## config.mk

```make
export PLATFORM = sky130hd
export DESIGN_NAME = headset_jack_button_detector_flat
export DESIGN_NICKNAME = d
export VERILOG_FILES = /design/src/hw/rtl/hjbd_pkg.sv /design/src/hw/rtl/hjbd_if.sv /design/src/hw/rtl/hjbd_classify.sv /design/src/hw/rtl/hjbd_tracker.sv /design/src/hw/rtl/headset_jack_button_detector.sv /design/src/flat_wrapper.sv
export SDC_FILE = /design/constraint.sdc
export NUM_CORES = 1
export LEC_CHECK = 0
export BUFFER_PORTS_ARGS = -buffer_cell sky130_fd_sc_hd__buf_2
export CELL_PAD_IN_SITES_DETAIL_PLACEMENT = 0
export CELL_PAD_IN_SITES_GLOBAL_PLACEMENT = 1
export CORE_MARGIN = 3
export CORE_UTILIZATION = 40
export CTS_BUF_LIST = sky130_fd_sc_hd__clkbuf_4 sky130_fd_sc_hd__clkbuf_8 sky130_fd_sc_hd__clkbuf_16
export DETAILED_ROUTE_END_ITERATION = 8
export GPL_TIMING_DRIVEN = 0
export PLACE_DENSITY_LB_ADDON = 0.1
export SLEW_MARGIN = 20
export SYNTH_ARGS = -nofsm -noshare
export SYNTH_HDL_FRONTEND = slang
export SYNTH_HIERARCHICAL = 1
export SYNTH_SLANG_ARGS = --single-unit
export TNS_END_PERCENT = 10
```

## constraint.sdc

```tcl
create_clock -name i_clk -period 13.7 [get_ports i_clk]
set_input_delay 2.74 -clock i_clk [delete_from_list [all_inputs] [get_ports i_clk]]
set_output_delay 2.74 -clock i_clk [all_outputs]
set_load 0.005 [all_outputs]
```

## src/hw/rtl/hjbd_pkg.sv

```systemverilog
// ----------------------------------------------------------------------------
// hjbd_pkg: headset jack button detector package
// Payload types, key and comparator codes, register indexes and reset values.
// ----------------------------------------------------------------------------
package hjbd_pkg;

    // button ADC: 15-bit sample, full scale 1800 mV
    localparam int unsigned ADC_BITS      = 15;
    localparam int unsigned MV_BITS       = 11;
    localparam int unsigned MV_FULL_SCALE = 1800;
    localparam int unsigned PROD_BITS     = ADC_BITS + MV_BITS;

    // threshold reset values, mV, exclusive upper bounds
    localparam logic [MV_BITS-1:0] PLAYPAUSE_MAX_RST = MV_BITS'(90);
    localparam logic [MV_BITS-1:0] VOLUP_MAX_RST     = MV_BITS'(240);
    localparam logic [MV_BITS-1:0] VOLDOWN_MAX_RST   = MV_BITS'(500);

    // configuration register indexes
    localparam int unsigned CFG_IDX_BITS = 2;
    localparam logic [CFG_IDX_BITS-1:0] CFG_PLAYPAUSE_MAX = 2'd0;
    localparam logic [CFG_IDX_BITS-1:0] CFG_VOLUP_MAX     = 2'd1;
    localparam logic [CFG_IDX_BITS-1:0] CFG_VOLDOWN_MAX   = 2'd2;

    // event kinds
    localparam logic MODE_JACK = 1'b0;
    localparam logic MODE_CMP  = 1'b1;

    // comparator states
    localparam logic [1:0] AB_HOOK = 2'd0;
    localparam logic [1:0] AB_MIC  = 2'd1;

    typedef enum logic [1:0] {
        KEY_NONE  = 2'd0,
        KEY_PLAY  = 2'd1,
        KEY_VUP   = 2'd2,
        KEY_VDOWN = 2'd3
    } t_key;

    typedef struct packed {
        logic               mode;
        logic               jack_inserted;
        logic [1:0]         comparator_ab;
        logic               adc_ready;
        logic [ADC_BITS-1:0] adc_raw;
    } t_evt;

    typedef struct packed {
        logic               headphone_in;
        logic               mic_in;
        logic [1:0]         held_key;
        logic               inserted_event;
        logic               removed_event;
        logic [1:0]         pressed_key;
        logic [1:0]         released_key;
        logic [MV_BITS-1:0] key_mv;
    } t_res;

    // button thresholds as programmed
    typedef struct packed {
        logic [MV_BITS-1:0] playpause_max_mv;
        logic [MV_BITS-1:0] volup_max_mv;
        logic [MV_BITS-1:0] voldown_max_mv;
    } t_thr;

    // classifier verdict for one sample
    typedef struct packed {
        t_key               key;
        logic [MV_BITS-1:0] mv;
    } t_cls;

endpackage

```

## src/hw/rtl/hjbd_if.sv

```systemverilog
// ----------------------------------------------------------------------------
// hjbd_if: stream interfaces of the headset jack button detector
// Valid/ready channels for input events and result items.
// ----------------------------------------------------------------------------
interface hjbd_evt_if;
    import hjbd_pkg::*;

    logic valid;
    logic ready;
    t_evt data;

    modport source (output valid, output data, input ready);
    modport sink   (input valid, input data, output ready);
endinterface

interface hjbd_res_if;
    import hjbd_pkg::*;

    logic valid;
    logic ready;
    t_res data;

    modport source (output valid, output data, input ready);
    modport sink   (input valid, input data, output ready);
endinterface

```

## src/hw/rtl/hjbd_classify.sv

```systemverilog
// ----------------------------------------------------------------------------
// hjbd_classify: button voltage scaling and key decode
// Scales the raw sample to mV and picks the key from the three thresholds.
// ----------------------------------------------------------------------------
module hjbd_classify (
    input  logic                              i_adc_ready,
    input  logic [hjbd_pkg::ADC_BITS-1:0]     i_adc_raw,
    input  hjbd_pkg::t_thr                    i_thr,
    output hjbd_pkg::t_cls                    o_cls
);
    import hjbd_pkg::*;

    logic [PROD_BITS-1:0] prod;
    logic [MV_BITS-1:0]   mv;

    // mv = raw * 1800 / 32768, the divide is a shift
    assign prod = PROD_BITS'(i_adc_raw) * PROD_BITS'(MV_FULL_SCALE);
    assign mv   = prod[PROD_BITS-1:ADC_BITS];

    always_comb begin
        o_cls.mv  = '0;
        o_cls.key = KEY_PLAY;           // timed-out ADC counts as play/pause
        if (i_adc_ready) begin
            o_cls.mv = mv;
            if (mv < i_thr.playpause_max_mv) begin
                o_cls.key = KEY_PLAY;
            end else if (mv < i_thr.volup_max_mv) begin
                o_cls.key = KEY_VUP;
            end else if (mv < i_thr.voldown_max_mv) begin
                o_cls.key = KEY_VDOWN;
            end else begin
                o_cls.key = KEY_NONE;
            end
        end
    end

endmodule

```

## src/hw/rtl/hjbd_tracker.sv

```systemverilog
// ----------------------------------------------------------------------------
// hjbd_tracker: jack and key state tracking
// Holds plug, mic and held-key state and builds the result of one event.
// ----------------------------------------------------------------------------
module hjbd_tracker (
    input  logic            i_clk,
    input  logic            i_rst_n,
    input  logic            i_adv,
    input  hjbd_pkg::t_evt  i_evt,
    input  hjbd_pkg::t_cls  i_cls,
    output hjbd_pkg::t_res  o_res
);
    import hjbd_pkg::*;

    logic r_plug, n_plug;
    logic r_mic,  n_mic;
    t_key r_key,  n_key;

    logic               ins_ev, rem_ev;
    t_key               pressed, released;
    logic [MV_BITS-1:0] mv_out;

    always_comb begin
        n_plug   = r_plug;
        n_mic    = r_mic;
        n_key    = r_key;
        ins_ev   = 1'b0;
        rem_ev   = 1'b0;
        pressed  = KEY_NONE;
        released = KEY_NONE;
        mv_out   = '0;
        unique case (i_evt.mode)
            MODE_JACK: begin
                if (i_evt.jack_inserted && !r_plug) begin
                    n_plug = 1'b1;
                    n_mic  = (i_evt.comparator_ab == AB_MIC);
                    ins_ev = 1'b1;
                end else if (!i_evt.jack_inserted && r_plug) begin
                    n_plug   = 1'b0;
                    n_mic    = 1'b0;
                    released = r_key;
                    n_key    = KEY_NONE;
                    rem_ev   = 1'b1;
                end
            end
            MODE_CMP: begin
                // only a headset with a mic reports buttons
                if (r_plug && r_mic) begin
                    if (i_evt.comparator_ab == AB_HOOK && r_key == KEY_NONE) begin
                        mv_out = i_cls.mv;
                        if (i_cls.key != KEY_NONE) begin
                            n_key   = i_cls.key;
                            pressed = i_cls.key;
                        end
                    end else if (i_evt.comparator_ab == AB_MIC) begin
                        released = r_key;
                        n_key    = KEY_NONE;
                    end
                end
            end
            default: ;
        endcase
    end

    always_ff @(posedge i_clk) begin
        if (!i_rst_n) begin
            r_plug <= 1'b0;
            r_mic  <= 1'b0;
            r_key  <= KEY_NONE;
        end else if (i_adv) begin
            r_plug <= n_plug;
            r_mic  <= n_mic;
            r_key  <= n_key;
        end
    end

    always_comb begin
        o_res.headphone_in   = n_plug;
        o_res.mic_in         = n_mic;
        o_res.held_key       = n_key;
        o_res.inserted_event = ins_ev;
        o_res.removed_event  = rem_ev;
        o_res.pressed_key    = pressed;
        o_res.released_key   = released;
        o_res.key_mv         = mv_out;
    end

endmodule

```

## src/hw/rtl/headset_jack_button_detector.sv

```systemverilog
// ----------------------------------------------------------------------------
// headset_jack_button_detector: headset jack and inline button tracker
// Records plug/mic presence and decodes inline button presses by voltage.
// ----------------------------------------------------------------------------
// Path: input register, then decode and state update into the result register.
// Throughput: one event per cycle while o_res is not stalled; the state update
//   and decode sit in one register-to-register path, so each event sees the
//   state its predecessor left.
// Reset: synchronous active-low; clears plug, mic, held key and both stage
//   valids, and loads the default thresholds (90, 240, 500 mV).
// ----------------------------------------------------------------------------
module headset_jack_button_detector (
    input  logic                                  i_clk,
    input  logic                                  i_rst_n,
    // configuration write port
    input  logic                                  i_cfg_we,
    input  logic [hjbd_pkg::CFG_IDX_BITS-1:0]     i_cfg_idx,
    input  logic [hjbd_pkg::MV_BITS-1:0]          i_cfg_data,
    // event input and result output channels
    hjbd_evt_if.sink                              i_evt,
    hjbd_res_if.source                            o_res
);
    import hjbd_pkg::*;

    // thresholds
    t_thr r_thr;

    // stage 1: captured event
    logic r_s1_valid;
    t_evt r_s1_data;

    // stage 2: result register
    logic r_out_valid;
    t_res r_out_data;

    logic s2_take;      // result register is free or drains this cycle
    logic s1_adv;       // stage 1 item moves into the result register
    logic in_xfer;      // input transfer this cycle

    t_cls cls;
    t_res res;

    // ------------------------------------------------------------------------
    // Configuration: index beyond the list is dropped
    // ------------------------------------------------------------------------
    always_ff @(posedge i_clk) begin
        if (!i_rst_n) begin
            r_thr.playpause_max_mv <= PLAYPAUSE_MAX_RST;
            r_thr.volup_max_mv     <= VOLUP_MAX_RST;
            r_thr.voldown_max_mv   <= VOLDOWN_MAX_RST;
        end else if (i_cfg_we) begin
            unique case (i_cfg_idx)
                CFG_PLAYPAUSE_MAX: r_thr.playpause_max_mv <= i_cfg_data;
                CFG_VOLUP_MAX:     r_thr.volup_max_mv     <= i_cfg_data;
                CFG_VOLDOWN_MAX:   r_thr.voldown_max_mv   <= i_cfg_data;
                default: ;
            endcase
        end
    end

    // ------------------------------------------------------------------------
    // Flow control: two-stage pipeline; the stages do not always move together.
    // Stage 1 keeps taking events while a result waits, as long as it is empty.
    // ------------------------------------------------------------------------
    assign s2_take     = !r_out_valid || o_res.ready;
    assign s1_adv      = r_s1_valid && s2_take;
    assign i_evt.ready = !r_s1_valid || s2_take;
    assign in_xfer     = i_evt.valid && i_evt.ready;

    always_ff @(posedge i_clk) begin
        if (!i_rst_n) begin
            r_s1_valid <= 1'b0;
        end else if (i_evt.ready) begin
            r_s1_valid <= i_evt.valid;
        end
    end

    always_ff @(posedge i_clk) begin
        if (in_xfer) begin
            r_s1_data <= i_evt.data;
        end
    end

    // ------------------------------------------------------------------------
    // Decode and state update
    // ------------------------------------------------------------------------
    hjbd_classify u_classify (
        .i_adc_ready (r_s1_data.adc_ready),
        .i_adc_raw   (r_s1_data.adc_raw),
        .i_thr       (r_thr),
        .o_cls       (cls)
    );

    // state commits only when the event moves on, so a stall replays nothing
    hjbd_tracker u_tracker (
        .i_clk   (i_clk),
        .i_rst_n (i_rst_n),
        .i_adv   (s1_adv),
        .i_evt   (r_s1_data),
        .i_cls   (cls),
        .o_res   (res)
    );

    // ------------------------------------------------------------------------
    // Result register
    // ------------------------------------------------------------------------
    always_ff @(posedge i_clk) begin
        if (!i_rst_n) begin
            r_out_valid <= 1'b0;
        end else if (s2_take) begin
            r_out_valid <= r_s1_valid;
        end
    end

    always_ff @(posedge i_clk) begin
        if (s1_adv) begin
            r_out_data <= res;
        end
    end

    assign o_res.valid = r_out_valid;
    assign o_res.data  = r_out_data;

    // ------------------------------------------------------------------------
    // Assertions
    // ------------------------------------------------------------------------
    // a stalled stage 1 item is not dropped
    a_s1_hold: assert property (@(posedge i_clk) disable iff (!i_rst_n)
        r_s1_valid && !s2_take |=> r_s1_valid)
        else $error("stage 1 item lost during stall");

    // a removal leaves nothing plugged and no key held
    a_removed_clean: assert property (@(posedge i_clk) disable iff (!i_rst_n)
        r_out_valid && r_out_data.removed_event |->
            !r_out_data.headphone_in && !r_out_data.mic_in &&
            (r_out_data.held_key == KEY_NONE))
        else $error("removal left state behind");

    // a newly pressed key is the held key
    a_press_held: assert property (@(posedge i_clk) disable iff (!i_rst_n)
        r_out_valid && (r_out_data.pressed_key != KEY_NONE) |->
            (r_out_data.held_key == r_out_data.pressed_key) &&
            (r_out_data.released_key == KEY_NONE))
        else $error("pressed key not held");

    // mic is only recorded with a plug present
    a_mic_needs_plug: assert property (@(posedge i_clk) disable iff (!i_rst_n)
        r_out_valid && r_out_data.mic_in |-> r_out_data.headphone_in)
        else $error("mic recorded without plug");

    // a stage 1 advance always lands a valid result
    a_adv_lands: assert property (@(posedge i_clk) disable iff (!i_rst_n)
        s1_adv |=> r_out_valid)
        else $error("advanced item did not reach result register");

endmodule
```

## src/flat_wrapper.sv

```systemverilog
// flat-port wrapper written by rule: the top's interface ports become plain ports
module headset_jack_button_detector_flat import hjbd_pkg::*;
  (i_clk, i_rst_n, i_cfg_we, i_cfg_idx, i_cfg_data, i_evt_valid, i_evt_data, i_evt_ready, o_res_valid, o_res_data, o_res_ready);
  hjbd_evt_if i_evt_i ();
  hjbd_res_if o_res_i ();
  input  logic i_clk;
  input  logic i_rst_n;
  input  logic i_cfg_we;
  input  logic [hjbd_pkg::CFG_IDX_BITS-1:0] i_cfg_idx;
  input  logic [hjbd_pkg::MV_BITS-1:0] i_cfg_data;
  input wire logic [$bits(i_evt_i.valid)-1:0] i_evt_valid;
  input wire logic [$bits(i_evt_i.data)-1:0] i_evt_data;
  output wire logic [$bits(i_evt_i.ready)-1:0] i_evt_ready;
  output wire logic [$bits(o_res_i.valid)-1:0] o_res_valid;
  output wire logic [$bits(o_res_i.data)-1:0] o_res_data;
  input wire logic [$bits(o_res_i.ready)-1:0] o_res_ready;
  assign i_evt_i.valid = i_evt_valid;
  assign i_evt_i.data = i_evt_data;
  assign i_evt_ready = i_evt_i.ready;
  assign o_res_valid = o_res_i.valid;
  assign o_res_data = o_res_i.data;
  assign o_res_i.ready = o_res_ready;
  headset_jack_button_detector u_core (.i_clk(i_clk), .i_rst_n(i_rst_n), .i_cfg_we(i_cfg_we), .i_cfg_idx(i_cfg_idx), .i_cfg_data(i_cfg_data), .i_evt(i_evt_i), .o_res(o_res_i));
endmodule
```

==> implementation parameters <==
Parameter                              Value

Logic synthesis
  Number of distinct library cells after synthesis ... 67
  Async set-or-reset flop fraction in the synthesized netlist ... 0%
  Sequential area share after synthesis ... 35.5%
  Main synth FF type ... sky130_fd_sc_hd__edfxtp_1
  Largest family of logic cells by synthesized area ... adder cells
  Basic-gate share of the synthesized area counting and, or, nand and nor cells ... 14.6%
  Dominant cell type by area after synthesis ... sky130_fd_sc_hd__edfxtp_1
  #FFs+latches synth ... 80
  Number of synthesized flops with an enable pin ... 41
  Cell area after synthesis ... 5670 sq um
  Compound-cell area share of the yosys netlist ... 10.9%
  Yosys top cell area share ... 21.7%
  Synthesis Warnings ... 6
  Post-synthesis net count ... 680
  Post-synthesis mux area share ... 5.12%
  Gate count after technology mapping ... 536
  Parity-gate share of the synthesized area counting xor and xnor cells ... 1.54%
  Adder-cell share of the synthesized area ... 26.2%
  Mean instance size in the synthesized netlist ... 10.6 sq um
  Most area-consuming cells after synthesis ... sky130_fd_sc_hd__edfxtp_1 22%, sky130_fd_sc_hd__ha_1 19%, sky130_fd_sc_hd__dfxtp_1 14%, sky130_fd_sc_hd__fa_1 7.4%, sky130_fd_sc_hd__mux2i_1 5.1%

Timing
  Setup repair after global routing missed its margin ... false
  Total count of max-transition violations in the final report ... 0
  Portion of the clock cycle consumed by the worst path in the final layout ... 44.3%
  Setup TNS ... 0 ns
  Slew headroom ... 47.2%
  Transition time at the pin with the least slew margin ... 0.790 ns
  Worst Skew ... 0.00667 ns
  Min cycle time layout ... 6.07 ns
  Final setup vio count ... 0
  Highest attainable clock frequency ... 165 MHz
  Number of failing hold endpoints at the final stage ... 0

Setup path
  Slowest-stage cell, CP ... sky130_fd_sc_hd__fa_1
  Category of the worst setup path capture point ... flip-flop
  Launching element of the worst setup path ... u_core/r_s1_data[8]
  Launch instance of the worst register-to-register path ... u_core/r_s1_data[8]
  Cells along the critical path ... inv_1, fa_1, inv_1, ha_1, fa_1, ha_1, ha_1, and4_1, and3_1, a221oi_4, nor3_1, a311o_1, ha_1, or4_1, a2111oi_0, a21oi_1, a21o_1, a21boi_1, and3_1, a31oi_1, o21ai_0
  Kind of launch point of the worst setup path ... flip-flop
  Destination of the critical timing path ... u_core/u_tracker/r_key[1]
  Crit Path Class ... flip-flop to flip-flop
  Worst R2R Setup Slack ... 7.63 ns
  Capture instance of the worst register-to-register path ... u_core/u_tracker/r_key[1]
  Longest individual stage delay on the worst path ... 0.53 ns
  Worst endpoint required time ... 13.97 ns
  Maximum fanout along the worst path ... 4
  Library cell appearing most often on the critical path ... sky130_fd_sc_hd__ha_1
  Path depth of the worst reg2reg path ... 21
  Arrival time of the worst setup path ... 6.34 ns

Route
  Routed length per instance ... 15.8 um
  Remaining routing DRC violations ... 0
  Routed vias ... 4027
  Final WL ... 12400 um
  Count of antenna-violating nets left after detailed routing ... 0
  Number of DRC markers in iteration 0 ... 199
  Met3 wire length ... 449 um
  Sum of met2 wire segment lengths after detailed routing ... 5460 um
  Uppermost metal layer occupied by signal nets ... met4
  First-pass iteration count of the detailed router ... 4
  Post-detailed-route via-to-cell ratio ... 5.11
  Routed metal-1 wire length ... 6340 um

Global routing
  Global-route wire length before repair ... 20900 um
  Antenna violations before repair ... 0
  Overall Global Routing Usage ... 16.7%
  Largest net degree at the start of global routing ... 30
  Via count of the first global-routing pass ... 4060
  Overall overflow remaining after global route ... 0

Clock tree
  Max clock buf depth ... 2
  # Post-CTS Setup Buffers ... 0
  CTS tree ... done
  Clock tree root buffer cell ... sky130_fd_sc_hd__clkbuf_16
  Clk pin slew, worst setup/hold paths ... 0.06 ns
  Clock latency on the worst-skew pair ... 0.34 ns
  Cells resized by post-CTS repair ... 0
  CTS H-tree lvls ... 3
  # hold bufs at CTS ... 0
  Number of clock buffers inserted by TritonCTS ... 9
  CTS sink count ... 80

Hold path
  Worst hold path startpoint ... u_core/r_thr[21]
  Worst min path class ... flip-flop to flip-flop

Die
  Die Y ... 125 um
  Starting Density ... 41.8%
  Floorplan core area ... 13600 sq um
  Number of top-level pins ... 61
  Die area ... 15600 sq um
  Chip width ... 125 um
  Floorplan row count ... 42

Power and ir drop
  Leakage dissipation ... 3.08 nW
  PwrDens ... 156 nW/um^2
  Logic gate share of total power ... 47.9%
  Net switching power ... 388 uW
  Design internal power ... 631 uW
  Clock network fraction of total power ... 25.4%
  Pwr Total ... 1.02 mW
  Switching power as a share of total power ... 38.1%
  Proportion of power drawn by flip-flops and latches ... 26.6%
  Peak supply drop ... 0.0000748 V

Layout
  Layout cells sized above 1 ... 15.8%
  Relative area change from synthesis to final layout ... 15.5%
  Combined flip-flop and latch cell area ... 2010 sq um
  Final core utilization ... 48.3%
  FILL cells ... 1298
  Final-stage net count ... 751
  Number of diodes added for antenna fixing ... 0
  Final cell count without fillers ... 788
  Multi-input logic area ... 3330 sq um

Run status
  Result of the run ... completed

Job
  Max capacitance violation total ... 0

Place
  Placed Cells ... 772
  Post-DP HPWL ... 9860 um
  Gpl congestion ... 0.860
  # port buffers ... 59
-- flip-flops by register name, indices dropped and copies added, names as in the netlist --
signal,cells
u_core/o_res.data,21
u_core/o_res.valid,1
u_core/r_s1_data,20
u_core/r_s1_valid,1
u_core/r_thr,33
u_core/u_tracker/r_key,2
u_core/u_tracker/r_mic,1
u_core/u_tracker/r_plug,1
-- metrics by stage --
stage	setup slack (ns)	instance area [sq um]	hold slack, ns
finish	7.63	6550	0.461
global route	7.26	6550	0.469
CTS	7.64	6550	0.460
detailed placement	7.69	6230	0.447
global placement	7.68	6190	0.446
floorplan	8.06	5670	0.435
-- cell usage in the layout (no fill, tap or decap), drive strengths merged, types with 3 or more instances in the layout --
cell type  count
a2111oi        6
a21o           8
a21oi         22
a22o           3
a31oi          7
and2          27
and3           4
and3b          4
buf           70
clkbuf        16
dfxtp         39
edfxtp        41
fa            21
ha            85
inv           66
mux2i         29
nand2         46
nand3          4
nand4          3
nand4bb        3
nor2           8
nor2b         17
nor3           5
nor3b          3
o2111ai        3
o211ai         5
o21a           5
o21ai         12
o21bai         3
xnor2          5
xor2           5
-- per-layer routing --
layer	GRT usage [%]	vias up
met5	0	-
met1	23.7	1912
li1	-	2034
met3	4.01	11
met4	4.59	0
met2	25.5	70
-- worst min path at each step --
stage,end,depth (start not counted)
finish,u_core/r_thr[21],2
detailed placement,u_core/r_thr[14],2
global placement,u_core/r_thr[30],2
CTS,u_core/r_thr[13],2
floorplan,u_core/r_thr[12],2
global route,u_core/r_thr[14],2
-- critical path: cells and delay by family (launching register included) --
kind	cells	cell delay (ns)
AOI/OAI and AO/OA	8	1.94
adders and majority gates	6	2.18
buffers and inverters	2	0.18
DFF	1	0.49
and+or+nand+nor	5	1.20
-- power groups by stage --
stage	registers, mW	clock network, mW	logic, mW
6_report	0.272	0.259	0.488
5_1_grt	0.273	0.277	0.571
4_1_cts	0.272	0.266	0.491
3_5_place_dp	0.277	0	0.485
3_3_place_gp	0.277	0	0.475
2_1_floorplan	0.274	0	0.368
-- logic make-up after synthesis --
logic type / count (synthesis)
xor gates and xnor gates: 10
muxes: 29
AOI/OAI and AO/OA: 87
and+or+nand+nor: 142
adders and majority gates: 106
buffers and inverters: 82
DFF: 80
-- synth_stat cells (6+ instances only) --
| master | count |
|---|---|
| sky130_fd_sc_hd__a21o_1 | 8 |
| sky130_fd_sc_hd__mux2i_1 | 29 |
| sky130_fd_sc_hd__ha_1 | 85 |
| sky130_fd_sc_hd__nand2_1 | 46 |
| sky130_fd_sc_hd__a21oi_1 | 21 |
| sky130_fd_sc_hd__clkbuf_1 | 6 |
| sky130_fd_sc_hd__nor2_1 | 8 |
| sky130_fd_sc_hd__fa_1 | 21 |
| sky130_fd_sc_hd__inv_1 | 66 |
| sky130_fd_sc_hd__edfxtp_1 | 41 |
| sky130_fd_sc_hd__dfxtp_1 | 39 |
| sky130_fd_sc_hd__o21ai_0 | 10 |
| sky130_fd_sc_hd__a31oi_1 | 7 |
| sky130_fd_sc_hd__and2_1 | 26 |
| sky130_fd_sc_hd__nor2b_1 | 17 |
-- cell type report --
type,count,share of cell area [%]
multi-input combinational,374,50.8
sequential,80,30.7
timing repair buffer,60,4.93
inverter,66,3.78
clock buffer,10,3.55
tap,176,3.36
buffer,16,1.59
clock inverter,6,1.28
No activity file was read; power rests on OpenSTA's default activity.
